<file path="src/sv/rsp_packet_framer_core_defines.svh">
// assertion macros for the packet framer
`ifndef RSP_PACKET_FRAMER_CORE_DEFINES_SVH
`define RSP_PACKET_FRAMER_CORE_DEFINES_SVH

// checked on every clock edge outside reset
`define RSPF_ASSERT(lbl, prop, msg) \
  lbl: assert property (@(posedge clk_i) disable iff (!rst_ni) prop) else $error(msg);

// checked on every clock edge, reset included
`define RSPF_ASSERT_ALWAYS(lbl, prop, msg) \
  lbl: assert property (@(posedge clk_i) prop) else $error(msg);

`endif

</file>
<file path="src/sv/rspf_pkg.sv">
// shared constants, types and helpers of the packet framer
package rspf_pkg;

  // framing characters
  localparam logic [7:0] ChStart  = 8'h24;
  localparam logic [7:0] ChHash   = 8'h23;
  localparam logic [7:0] ChStar   = 8'h2A;
  localparam logic [7:0] ChEsc    = 8'h7D;
  localparam logic [7:0] ChBreak  = 8'h03;
  localparam logic [7:0] ChMaxRaw = 8'd126;
  localparam logic [7:0] EscXor   = 8'h20;

  // input item codes
  localparam logic ActPayload = 1'b0;
  localparam logic ActClose   = 1'b1;

  // most output beats one input beat can produce
  localparam int SeqDepth = 4;
  localparam int CntW     = $clog2(SeqDepth + 1);

  // one pending output beat
  typedef struct packed {
    logic [7:0] data;
    logic       last;
    logic       pend;
  } entry_t;

  typedef entry_t [SeqDepth-1:0] seq_t;

  // framing state carried between input beats
  typedef struct packed {
    logic       in_packet;
    logic [7:0] sum;
    logic [7:0] prev;
  } frame_state_t;

  // ascii hex digit of one nibble
  function automatic logic [7:0] hex_digit(input logic [3:0] nib, input logic upper);
    logic [7:0] base;
    base = upper ? 8'h41 : 8'h61;
    if (nib < 4'd10) begin
      hex_digit = 8'h30 + {4'b0, nib};
    end else begin
      hex_digit = base + {4'b0, nib} - 8'd10;
    end
  endfunction

endpackage

</file>
<file path="src/sv/rsp_packet_framer_core.sv">
// top level of the remote-protocol packet framer
//
//  channel | direction | handshake               | payload
//  --------+-----------+-------------------------+-------------------------------
//  cfg     | in        | cfg_valid_i/cfg_ready_o | cfg_data_i (hex_upper_case)
//  in      | in        | in_valid_i/in_ready_o   | action_i, data_byte_i
//  out     | out       | out_valid_o/out_ready_i | out_byte_o, last_o, packet_end_o
//
// each input beat is expanded combinationally and loaded into a four-entry beat queue;
// the output register then drains one beat per cycle while out_ready_i allows it,
// and an input beat yields from 1 to 4 output beats.
// a new input beat is taken while the queue is empty or in the cycle it hands over its final beat.
// reset clears the framing state, the queue and the output valid; stalls on
// the output hold the output register and the queue.
`include "rsp_packet_framer_core_defines.svh"

module rsp_packet_framer_core
  import rspf_pkg::*;
(
  input  logic       clk_i,
  input  logic       rst_ni,
  input  logic       cfg_valid_i,
  output logic       cfg_ready_o,
  input  logic       cfg_data_i,
  input  logic       in_valid_i,
  output logic       in_ready_o,
  input  logic       action_i,
  input  logic [7:0] data_byte_i,
  output logic       out_valid_o,
  input  logic       out_ready_i,
  output logic [7:0] out_byte_o,
  output logic       last_o,
  output logic       packet_end_o
);

  logic            hex_upper_q;
  frame_state_t    state_q;
  frame_state_t    state_d;
  seq_t            seq_q;
  seq_t            seq_new;
  logic [CntW-1:0] cnt_q;
  logic [CntW-1:0] cnt_new;
  logic            out_valid_q;
  entry_t          out_q;
  logic            out_load;
  logic            pop;
  logic            in_acc;

  // config register, always writable
  assign cfg_ready_o = 1'b1;

  always_ff @(posedge clk_i or negedge rst_ni) begin
    if (!rst_ni) begin
      hex_upper_q <= 1'b0;
    end else if (cfg_valid_i && cfg_ready_o) begin
      hex_upper_q <= cfg_data_i;
    end
  end

  // handshake control
  assign out_load   = !out_valid_q || out_ready_i;
  assign pop        = out_load && (cnt_q != '0);
  assign in_ready_o = (cnt_q == '0) || ((cnt_q == CntW'(1)) && pop);
  assign in_acc     = in_valid_i && in_ready_o;

  // expansion of the incoming beat
  rspf_expand u_expand (
    .action_i    (action_i),
    .data_byte_i (data_byte_i),
    .hex_upper_i (hex_upper_q),
    .state_i     (state_q),
    .seq_o       (seq_new),
    .count_o     (cnt_new),
    .state_o     (state_d)
  );

  // framing state
  always_ff @(posedge clk_i or negedge rst_ni) begin
    if (!rst_ni) begin
      state_q <= '0;
    end else if (in_acc) begin
      state_q <= state_d;
    end
  end

  // beat queue: load on accept, shift on pop
  always_ff @(posedge clk_i or negedge rst_ni) begin
    if (!rst_ni) begin
      cnt_q <= '0;
    end else if (in_acc) begin
      cnt_q <= cnt_new;
    end else if (pop) begin
      cnt_q <= cnt_q - CntW'(1);
    end
  end

  always_ff @(posedge clk_i) begin
    if (in_acc) begin
      seq_q <= seq_new;
    end else if (pop) begin
      for (int i = 0; i < SeqDepth - 1; i++) begin
        seq_q[i] <= seq_q[i+1];
      end
      seq_q[SeqDepth-1] <= '0;
    end
  end

  // output register
  always_ff @(posedge clk_i or negedge rst_ni) begin
    if (!rst_ni) begin
      out_valid_q <= 1'b0;
    end else if (out_load) begin
      out_valid_q <= (cnt_q != '0);
    end
  end

  always_ff @(posedge clk_i) begin
    if (pop) begin
      out_q <= seq_q[0];
    end
  end

  assign out_valid_o  = out_valid_q;
  assign out_byte_o   = out_q.data;
  assign last_o       = out_q.last;
  assign packet_end_o = out_q.pend;

  // checks
  `RSPF_ASSERT(a_pend_is_last, (out_valid_o && packet_end_o) |-> last_o, "packet end without last")
  `RSPF_ASSERT(a_acc_fills, in_acc |=> (cnt_q != '0), "accepted beat left queue empty")
  `RSPF_ASSERT(a_close_ends, (in_acc && (action_i == ActClose)) |=> !state_q.in_packet, "close left packet open")
  `RSPF_ASSERT_ALWAYS(a_rst_quiet, !rst_ni |-> !out_valid_o, "output valid in reset")

endmodule

</file>
<file path="src/sv/rspf_expand.sv">
// expands one input beat into its output beats and the next framing state
module rspf_expand
  import rspf_pkg::*;
(
  input  logic              action_i,
  input  logic [7:0]        data_byte_i,
  input  logic              hex_upper_i,
  input  frame_state_t      state_i,
  output seq_t              seq_o,
  output logic [CntW-1:0]   count_o,
  output frame_state_t      state_o
);

  logic       start;
  logic [7:0] base_sum;
  logic [7:0] base_prev;
  logic [7:0] flipped;
  logic       special;
  logic       esc;
  logic [7:0] body [3];
  logic [CntW-1:0] nb;

  // per item body bytes and state update
  always_comb begin
    start     = !state_i.in_packet;
    base_sum  = state_i.in_packet ? state_i.sum  : 8'h00;
    base_prev = state_i.in_packet ? state_i.prev : 8'h00;
    flipped   = data_byte_i ^ EscXor;
    special   = (data_byte_i == ChStart) || (data_byte_i == ChHash) ||
                (data_byte_i == ChStar)  || (data_byte_i == ChEsc)  ||
                (data_byte_i == ChBreak);
    esc       = (special && (base_prev != ChStar)) || (data_byte_i > ChMaxRaw);
    body[0]   = 8'h00;
    body[1]   = 8'h00;
    body[2]   = 8'h00;
    nb        = '0;
    state_o   = '0;
    case (action_i)
      ActPayload: begin
        if (esc) begin
          body[0] = ChEsc;
          body[1] = flipped;
          nb      = CntW'(2);
          state_o = '{in_packet: 1'b1, sum: base_sum + ChEsc + flipped, prev: data_byte_i};
        end else begin
          body[0] = data_byte_i;
          nb      = CntW'(1);
          state_o = '{in_packet: 1'b1, sum: base_sum + data_byte_i, prev: data_byte_i};
        end
      end
      ActClose: begin
        body[0] = ChHash;
        body[1] = hex_digit(base_sum[7:4], hex_upper_i);
        body[2] = hex_digit(base_sum[3:0], hex_upper_i);
        nb      = CntW'(3);
        state_o = '0;
      end
      default: begin
        nb      = '0;
      end
    endcase
  end

  // place the body after an optional start character and mark the tail
  always_comb begin
    count_o = nb + CntW'(start);
    seq_o   = '0;
    if (start) begin
      seq_o[0].data = ChStart;
      seq_o[1].data = body[0];
      seq_o[2].data = body[1];
      seq_o[3].data = body[2];
    end else begin
      seq_o[0].data = body[0];
      seq_o[1].data = body[1];
      seq_o[2].data = body[2];
    end
    for (int i = 0; i < SeqDepth; i++) begin
      seq_o[i].last = (CntW'(i) == count_o - CntW'(1));
      seq_o[i].pend = seq_o[i].last && (action_i == ActClose);
    end
  end

endmodule
</file>
<file path="config.mk">
export PLATFORM = sky130hd
export DESIGN_NAME = rsp_packet_framer_core
export DESIGN_NICKNAME = d
export VERILOG_FILES = /design/src/sv/rspf_pkg.sv /design/src/sv/rsp_packet_framer_core.sv /design/src/sv/rspf_expand.sv
export VERILOG_INCLUDE_DIRS = /design/src /design/src/sv
export SDC_FILE = /design/constraint.sdc
export NUM_CORES = 1
export LEC_CHECK = 0
export BUFFER_PORTS_ARGS = -buffer_cell sky130_fd_sc_hd__buf_2
export CAP_MARGIN = 20
export CELL_PAD_IN_SITES_DETAIL_PLACEMENT = 0
export CELL_PAD_IN_SITES_GLOBAL_PLACEMENT = 2
export CORE_MARGIN = 2
export CORE_UTILIZATION = 39
export DETAILED_ROUTE_END_ITERATION = 6
export PLACE_DENSITY_LB_ADDON = 0.25
export REMOVE_ABC_BUFFERS = 1
export SETUP_SLACK_MARGIN = 0.4
export SLEW_MARGIN = 20
export SYNTH_ARGS = -nofsm -noshare
export SYNTH_HDL_FRONTEND = slang
export SYNTH_SLANG_ARGS = --single-unit
</file>
<file path="constraint.sdc">
create_clock -name clk_i -period 3.2 [get_ports clk_i]
set_input_delay 0.32 -clock clk_i [delete_from_list [all_inputs] [get_ports clk_i]]
set_output_delay 0.32 -clock clk_i [all_outputs]
set_load 0.01 [all_outputs]
</file>
==> out/summary.txt, run 1 <==
Num CTS Buffers: 9
Die H: 108 um
Clock Path Buffers: 2
ant diodes: 0
Mapped Cells: 426
number of buffers inserted by port buffering: 26
CP Data Required Time: 3.43 ns
P_leak: 1.99 nW
Startpoint Class: register
Hold Startpoint: cfg_data_i
HP Class: in2reg
ranking of synthesized cells by area: edfxtp_1 34%, dfrtp_1 13%, ha_1 8.7%, nand2_1 6.1%, o21ai_0 4.2%
post-synthesis cell type count: 58
CTS Sinks: 70
Area Overhead vs Synth: 12.8%
Main synth FF type: edfxtp_1
antenna violations before repair: 0
setup tns final: 0 ns
global route overflow: 0
IO Count: 28
status: finished, final reports clean
Fin Hold WS: 0.197 ns
Peak VDD IR: 0.283 mV
critical path class: reg2reg
number of global-route vias before repair: 3206
largest net degree at the start of global routing: 36
first-pass GRT wire length: 17400 um
Fillers: 1052
layout cells sized above 1: 14.2%
max frequency: 0.389 GHz
TritonCTS clock tree: done
drt wl/cell: 18.0 um
max-cap violations: 0
Period Utilization, post-route: 80.4%
share of the synthesized area in the top cell type: 34.4%
number of routed nets with antenna violations: 0
count leader, synth: nand2_1
Post-synth top cells: 68 x nand2_1, 48 x edfxtp_1, 35 x o21ai_0
CP arrival: 2.80 ns
Die ar.: 0.0116 mm^2
Final HPWL DP: 7540 um
register area share after synthesis: 47.6%
clk_skew: 0.0140 ns
Core Area: 0.0104 mm^2
Final Max Slew Viols: 0
DRT iter0 DRCs: 218
CP max FO: 6
Reg2Reg Setup Slack: 0.63 ns
die span in x: 108 um
min Tclk post-route: 2.57 ns
final setup fails: 0
H-tree levels: 3
Avg Vias per Cell: 5.46
Ys Warns: 0
root buf cell: clkbuf_8
GRT Total Usage: 19.9%
Worst-Skew Late Latency: 0.35 ns
Initial Util: 40.4%
worst-margin pin slew: 0.594 ns
DR pass1 iterations: 5
Final Hold Vio Count: 0
fin nets: 501
DR vias: 3248
unrepaired setup endpoints after global routing: no
final WL: 10700 um
crit end category: register
post-synthesis register bit count: 70
Post-synth ARST share: 31.4%
post-detailed-route DRC marker count: 0
gpl congestion: 0.766
largest area contributor in the netlist: edfxtp_1
Reg-to-Reg Start: state_q[16]
cell area after synthesis: 0.00419 mm^2
max_slew headroom: 60.0%
Power Density: 893 mW/mm^2
Mapped Avg Cell Area: 9.83 um^2
Post-synth EDFFs: 48
Rows: 37
Reg clk slew, reported paths: 0.09 ns
Worst Setup SP: state_q[16]
-- cells in the final DEF (no fill, tap or decap), types with 9 or more instances in the layout --
cell      netlist  final
inv_1          34     34
a21oi_1        22     22
nand2_1        68     67
buf_2           2     26
nor2_1         20     20
o21ai_0        35     35
edfxtp_1       48     48
dfrtp_1        22     21
xnor2_1        10     10
clkbuf_8        0      9
ha_1           29     29
-- logic make-up (layout without fill, tap and decap cells) --
kind of cell               count (synthesis)  count (layout)  share of synthesized area [%]
xor gates and xnor gates                  15              15                           3.14
muxes                                      5               5                           1.22
AOI/OAI and AO/OA                        109             109                           17.2
and+or+nand+nor                          132             132                           14.5
DFF                                       70              70                           47.6
buffers and inverters                     58              87                           5.35
other                                      2               6                          0.179
adders and majority gates                 35              35                           10.9
-- area by class of cell --
type / count / area (um^2) / share of cell area [%]
multi-input combinational: 302 / 2000 / 42.3
sequential: 70 / 1990 / 42.2
timing repair buffer: 37 / 231 / 4.90
tap: 136 / 170 / 3.60
inverter: 34 / 128 / 2.70
clock buffer: 9 / 124 / 2.62
clock inverter: 7 / 80.1 / 1.69
-- state kept, by name, indices dropped and copies added, names as in the netlist --
| signal | count |
|---|---|
| cnt_q | 3 |
| seq_q | 38 |
| packet_end_o | 1 |
| hex_upper_q | 1 |
| out_byte_o | 8 |
| out_valid_o | 1 |
| state_q | 17 |
| last_o | 1 |
-- layer usage --
layer	GRT usage (%)	part of all wire (%)	vias up
met3	3.33	4.5	15
met4	6.68	2.1	0
met1	26.7	45	1572
met5	0	0	-
met2	32.7	49	92
li1	-	-	1569
-- critical path: stages (launching register included) --
cell and delay, ns:
dfrtp_1 0.45, nand2_1 0.14, inv_1 0.09, ha_1 0.31
ha_1 0.18, inv_1 0.06, fa_1 0.40, nor2b_1 0.17
o31a_1 0.17, o22ai_1 0.10, xnor2_1 0.12, o21ai_0 0.17
o21ai_0 0.09
-- power breakdown --
| group | internal [W] | total (W) | switching (W) |
|---|---|---|---|
| Clock | 0.000372 | 0.000759 | 0.000387 |
| Combinational | 0.000657 | 0.00170 | 0.00104 |
| Sequential | 0.00156 | 0.00176 | 0.000209 |
-- stage by stage --
stage / power (W) / area (um^2) / setup WS, ns / std cells / util (%)
final: 0.00422 / 4730 / 0.627 / 595 / 45.6
after global routing: 0.00456 / 4730 / 0.417 / 595 / 45.6
after CTS: 0.00425 / 4710 / 0.478 / 595 / 45.4
after detailed placement: 0.00348 / 4500 / 0.508 / 578 / 43.4
after global placement: 0.00346 / 4500 / 0.590 / 578 / 43.4
after floorplan: 0.00290 / 4110 / -0.297 / 406 / -
-- final timing paths --
path | to | cells after the start
setup reg to reg | state_q[15] | 12
hold / removal | hex_upper_q | 2
max in group asynchronous | state_q[9] | 2
setup / recovery | state_q[15] | 12
min in group asynchronous | out_valid_o | 2
hold reg to reg | out_byte_o[6] | 0
-- repair_timing --
item                                    CTS  global route
buffers inserted                          0             0
gates resized for setup                   0             4
hold buffers                              1             0
hold endpoints to repair                 19             0
endpoints found under the setup margin    0             4
Note: power is estimated with default switching activity, not from simulation.
==> run 2, diff against run 1 <==
==> constraint.sdc (replaced) <==
create_clock -name clk_i -period 2.5 [get_ports clk_i]
set_input_delay 0.25 -clock clk_i [delete_from_list [all_inputs] [get_ports clk_i]]
set_output_delay 0.25 -clock clk_i [all_outputs]
set_load 0.01 [all_outputs]
==> out/summary.txt, run 2 (synthesis results as in run 1) <==
max_slew headroom: 37.6%
most common cell after layout, fill and taps aside: nand2_1
number of buffers inserted by port buffering: 26
worst-margin pin slew: 0.933 ns
Initial Util: 40.4%
min Tclk post-route: 2.35 ns
H-tree levels: 3
Core Area: 0.0104 mm^2
Top reg by flops: seq_q
CP max-delay cell: dfrtp_2
area of the multi-input gates: 0.00233 mm^2
Die ar.: 0.0116 mm^2
critical path class: reg2reg
GRT Total Usage: 20.6%
max frequency: 0.426 GHz
fin nets: 546
global route overflow: 0
antenna violations before repair: 0
max incr delay on CP: 0.45 ns
Avg Vias per Cell: 5.31
fin cells: 640
number of routed nets with antenna violations: 0
Startpoint Class: register
crit-path cells: buf_8, nand3b_1, o41ai_4, nand2_2, buf_12, maj3_2, a221o_1
gpl congestion: 0.785
Fillers: 957
ant diodes: 0
Final Worst Setup Slack: 0.152 ns
Rows: 37
TritonCTS clock tree: done
layout cells sized above 1: 31.3%
final core occ: 52.7%
P_leak: 2.31 nW
unrepaired setup endpoints after global routing: yes
final WL: 11200 um
DRT iter0 DRCs: 203
Reg clk slew, reported paths: 0.08 ns
final setup fails: 0
clk_skew: 0.0120 ns
crit end category: register
placed cell count: 599
Num CTS Buffers: 9
CP arrival: 2.46 ns
Final Hold Vio Count: 0
drt wl/cell: 17.5 um
Final Max Slew Viols: 0
setup slack at placement: 0.0309 ns
Crit path max-delay family: compound AO/OA/AOI/OAI gates
CP max FO: 7
number of global-route vias before repair: 3352
Die H: 108 um
max reg flops: 38
worst path buffer plus inverter count: 2
IO Count: 28
Final HPWL DP: 7840 um
largest net degree at the start of global routing: 35
max-cap violations: 0
Period Utilization, post-route: 93.9%
Worst-Skew Late Latency: 0.36 ns
DR vias: 3401
first-pass GRT wire length: 17900 um
sequential cell area: 0.00199 mm^2
die span in x: 108 um
root buf cell: clkbuf_8
HP Class: in2reg
Peak VDD IR: 0.370 mV
CP Data Required Time: 2.61 ns
Clock Path Buffers: 2
status: finished, final reports clean
most frequent cells in the layout: 63 x nand2_1, 48 x edfxtp_1, 44 x buf_4
post-detailed-route DRC marker count: 0
DR pass1 iterations: 5
Power Density: 1100 mW/mm^2
Area Overhead vs Synth: 30.6%
CTS Sinks: 70
==> run 2: per-layer routing <==
| layer | global-route usage [%] | vias up | wire length, um |
|---|---|---|---|
| li1 | - | 1655 | - |
| met3 | 2.48 | 19 | 396 |
| met2 | 32.3 | 85 | 5350 |
| met5 | 0 | - | 0 |
| met1 | 27.9 | 1642 | 5140 |
| met4 | 10.4 | 0 | 341 |
==> run 2: final timing paths <==
kind,startpoint,endpoint,slack [ns],depth (start not counted)
worst max-delay path,state_q[16],seq_q[14],0.15,7
worst min-delay path,cfg_data_i,hex_upper_q,0.12,2
worst max register to register,state_q[16],seq_q[14],0.15,7
worst min register to register,seq_q[3],out_byte_o[1],0.42,0
max in group asynchronous,rst_ni,state_q[16],1.65,2
min in group asynchronous,rst_ni,cnt_q[1],0.41,2
==> run 2: final cells by class <==
cell class | count | share of cell area [%]
Tap cell | 136 | 3.11
Clock buffer | 9 | 2.27
Sequential cell | 70 | 36.5
Inverter | 34 | 2.43
Multi-Input combinational cell | 302 | 42.5
Clock inverter | 7 | 1.33
Timing Repair Buffer | 82 | 11.9
==> run 2: through the flow <==
step           total power (W)  instance area [um^2]  hold slack, ns  TNS (ns)
6_report               0.00600                  5470           0.118         0
5_1_grt                0.00645                  5470           0.116         0
4_1_cts                0.00581                  5210           0.106         0
3_5_place_dp           0.00457                  4670           0.288         0
3_3_place_gp           0.00454                  4670           0.279         0
2_1_floorplan          0.00371                  4110         -0.0456    -38.89
==> run 2: repair_timing <==
action / CTS / global route
hold buffers: 1 / 0
pin swaps: 23 / 26
setup buffers: 16 / 7
endpoints found under the hold margin: 22 / 0
setup endpoints to repair: 27 / 69
gates resized for setup: 45 / 51
gates cloned: 1 / 0
==> run 2: power by group <==
group	internal [W]	total (W)	switching, W	leakage (nW)
Sequential	0.00199	0.00224	0.000253	0.755
Clock	0.000462	0.000939	0.000477	0.0956
Combinational	0.00126	0.00282	0.00156	1.46
Total	0.00371	0.00600	0.00229	2.31
==> run 3, diff against run 2 <==
--- a/config.mk
+++ b/config.mk
@@ -6,7 +6,7 @@
 export SDC_FILE = /design/constraint.sdc
 export NUM_CORES = 1
 export LEC_CHECK = 0
-export BUFFER_PORTS_ARGS = -buffer_cell sky130_fd_sc_hd__buf_2
+export BUFFER_PORTS_ARGS = -buffer_cell sky130_fd_sc_hd__buf_4
 export CAP_MARGIN = 20
 export CELL_PAD_IN_SITES_DETAIL_PLACEMENT = 0
 export CELL_PAD_IN_SITES_GLOBAL_PLACEMENT = 2
==> out/summary.txt, run 3 (synthesis results as in run 1) <==
number of routed nets with antenna violations: 0
Num CTS Buffers: 9
Core Area: 0.0104 mm^2
Final Hold Vio Count: 0
number of buffers inserted by port buffering: 26
layout cells sized above 1: 40.0%
Worst Setup SP: state_q[16]
Fin Hold WS: 0.121 ns
gpl congestion: 0.843
first-pass GRT wire length: 18200 um
post-detailed-route DRC marker count: 0
Peak VDD IR: 0.548 mV
ant diodes: 0
DRT iter0 DRCs: 217
Initial Util: 40.4%
Period Utilization, post-route: 92.2%
Avg Vias per Cell: 5.34
final instance area: 0.00597 mm^2
number of global-route vias before repair: 3444
P_leak: 2.48 nW
Die ar.: 0.0116 mm^2
Worst-Skew Late Latency: 0.36 ns
DR pass1 iterations: 5
max reg flops: 38
GRT Total Usage: 20.7%
fin nets: 562
Die H: 108 um
critical path class: reg2reg
Fillers: 906
status: finished, final reports clean
Clock Path Buffers: 2
placed cell areas: 0.00473 mm^2
max-cap violations: 0
Final Worst Setup Slack: 0.195 ns
final WL: 11900 um
Final Max Slew Viols: 0
IO Count: 28
global route overflow: 0
unrepaired setup endpoints after global routing: yes
largest net degree at the start of global routing: 35
most common cell after layout, fill and taps aside: buf_4
crit end category: register
Reg clk slew, reported paths: 0.09 ns
TritonCTS clock tree: done
CP Data Required Time: 2.60 ns
most frequent cells in the layout: 69 x buf_4, 58 x nand2_1, 48 x edfxtp_1
sequential cell area: 0.00199 mm^2
Rows: 37
CP max FO: 6
Reg-to-Reg Start: state_q[16]
setup slack at placement: -0.0285 ns
HP Class: in2reg
CTS Sinks: 70
clk_skew: 0.0141 ns
max_slew headroom: 38.8%
min Tclk post-route: 2.31 ns
CP arrival: 2.41 ns
Area Overhead vs Synth: 42.6%
Tot Pwr: 0.00659 W
Top reg by flops: seq_q
DR vias: 3506
Power Density: 1100 mW/mm^2
root buf cell: clkbuf_8
area of the multi-input gates: 0.00255 mm^2
max frequency: 0.434 GHz
worst-margin pin slew: 0.915 ns
H-tree levels: 3
antenna violations before repair: 0
drt wl/cell: 18.1 um
die span in x: 108 um
Startpoint Class: register
Final HPWL DP: 7930 um
Hold Startpoint: cfg_data_i
final setup fails: 0
[run 3: area by class of cell]
| cell class | instances | share of cell area, % |
|---|---|---|
| tap | 136 | 2.85 |
| clock buffer | 9 | 2.07 |
| sequential | 70 | 33.3 |
| inverter | 34 | 2.26 |
| timing repair buffer | 98 | 15.0 |
| multi-input combinational | 302 | 42.7 |
| clock inverter | 7 | 1.76 |
[run 3: timing repair]
action | 4_1_cts | 5_1_grt
pin swaps | 36 | 48
setup endpoints to repair | 30 | 35
resized for setup | 79 | 87
buffers inserted | 21 | 17
hold buffers | 1 | 0
hold endpoints to repair | 22 | 0
cloned | 0 | 1
[run 3: layer usage]
metal  up-vias  part of all wire, %  wire, um  global-route usage (%)
met2        99                   51      6050                    35.0
met1      1697                   43      5120                    27.2
met4         0                  2.2       257                    6.87
met5         -                    0         0                       0
met3        18                  4.0       471                    3.33
li1       1692                    -         -                       -
[run 3: critical path, cell delays in order, from the launching register on]
cell	delay (ns)
dfrtp_1	0.43
buf_6	0.15
buf_12	0.12
nand3b_1	0.14
buf_4	0.18
o221ai_2	0.20
nand2_2	0.09
buf_6	0.15
maj3_2	0.30
a221o_1	0.30
[run 3: path summary, 6_finish.rpt]
kind	endpoint	slack [ns]	cells after the start
worst max register to register	seq_q[15]	0.19	9
worst min-delay path	hex_upper_q	0.12	2
worst min register to register	out_byte_o[2]	0.42	0
worst max-delay path	seq_q[15]	0.19	9
min in group asynchronous	out_valid_o	0.34	2
max in group asynchronous	state_q[10]	1.89	2
[run 3: power by group]
part           internal, W  switching (W)  total (W)
clock network     0.000577       0.000490    0.00107
logic              0.00154        0.00172    0.00326
registers          0.00199       0.000270    0.00226
[run 3: stage by stage]
stage,instances,TNS [ns],util [%]
6_report,656,0,57.6
5_1_grt,656,0,57.6
4_1_cts,638,0,52.7
3_5_place_dp,600,-0.0285,45.6
3_3_place_gp,600,0,45.6
2_1_floorplan,406,-38.89,-
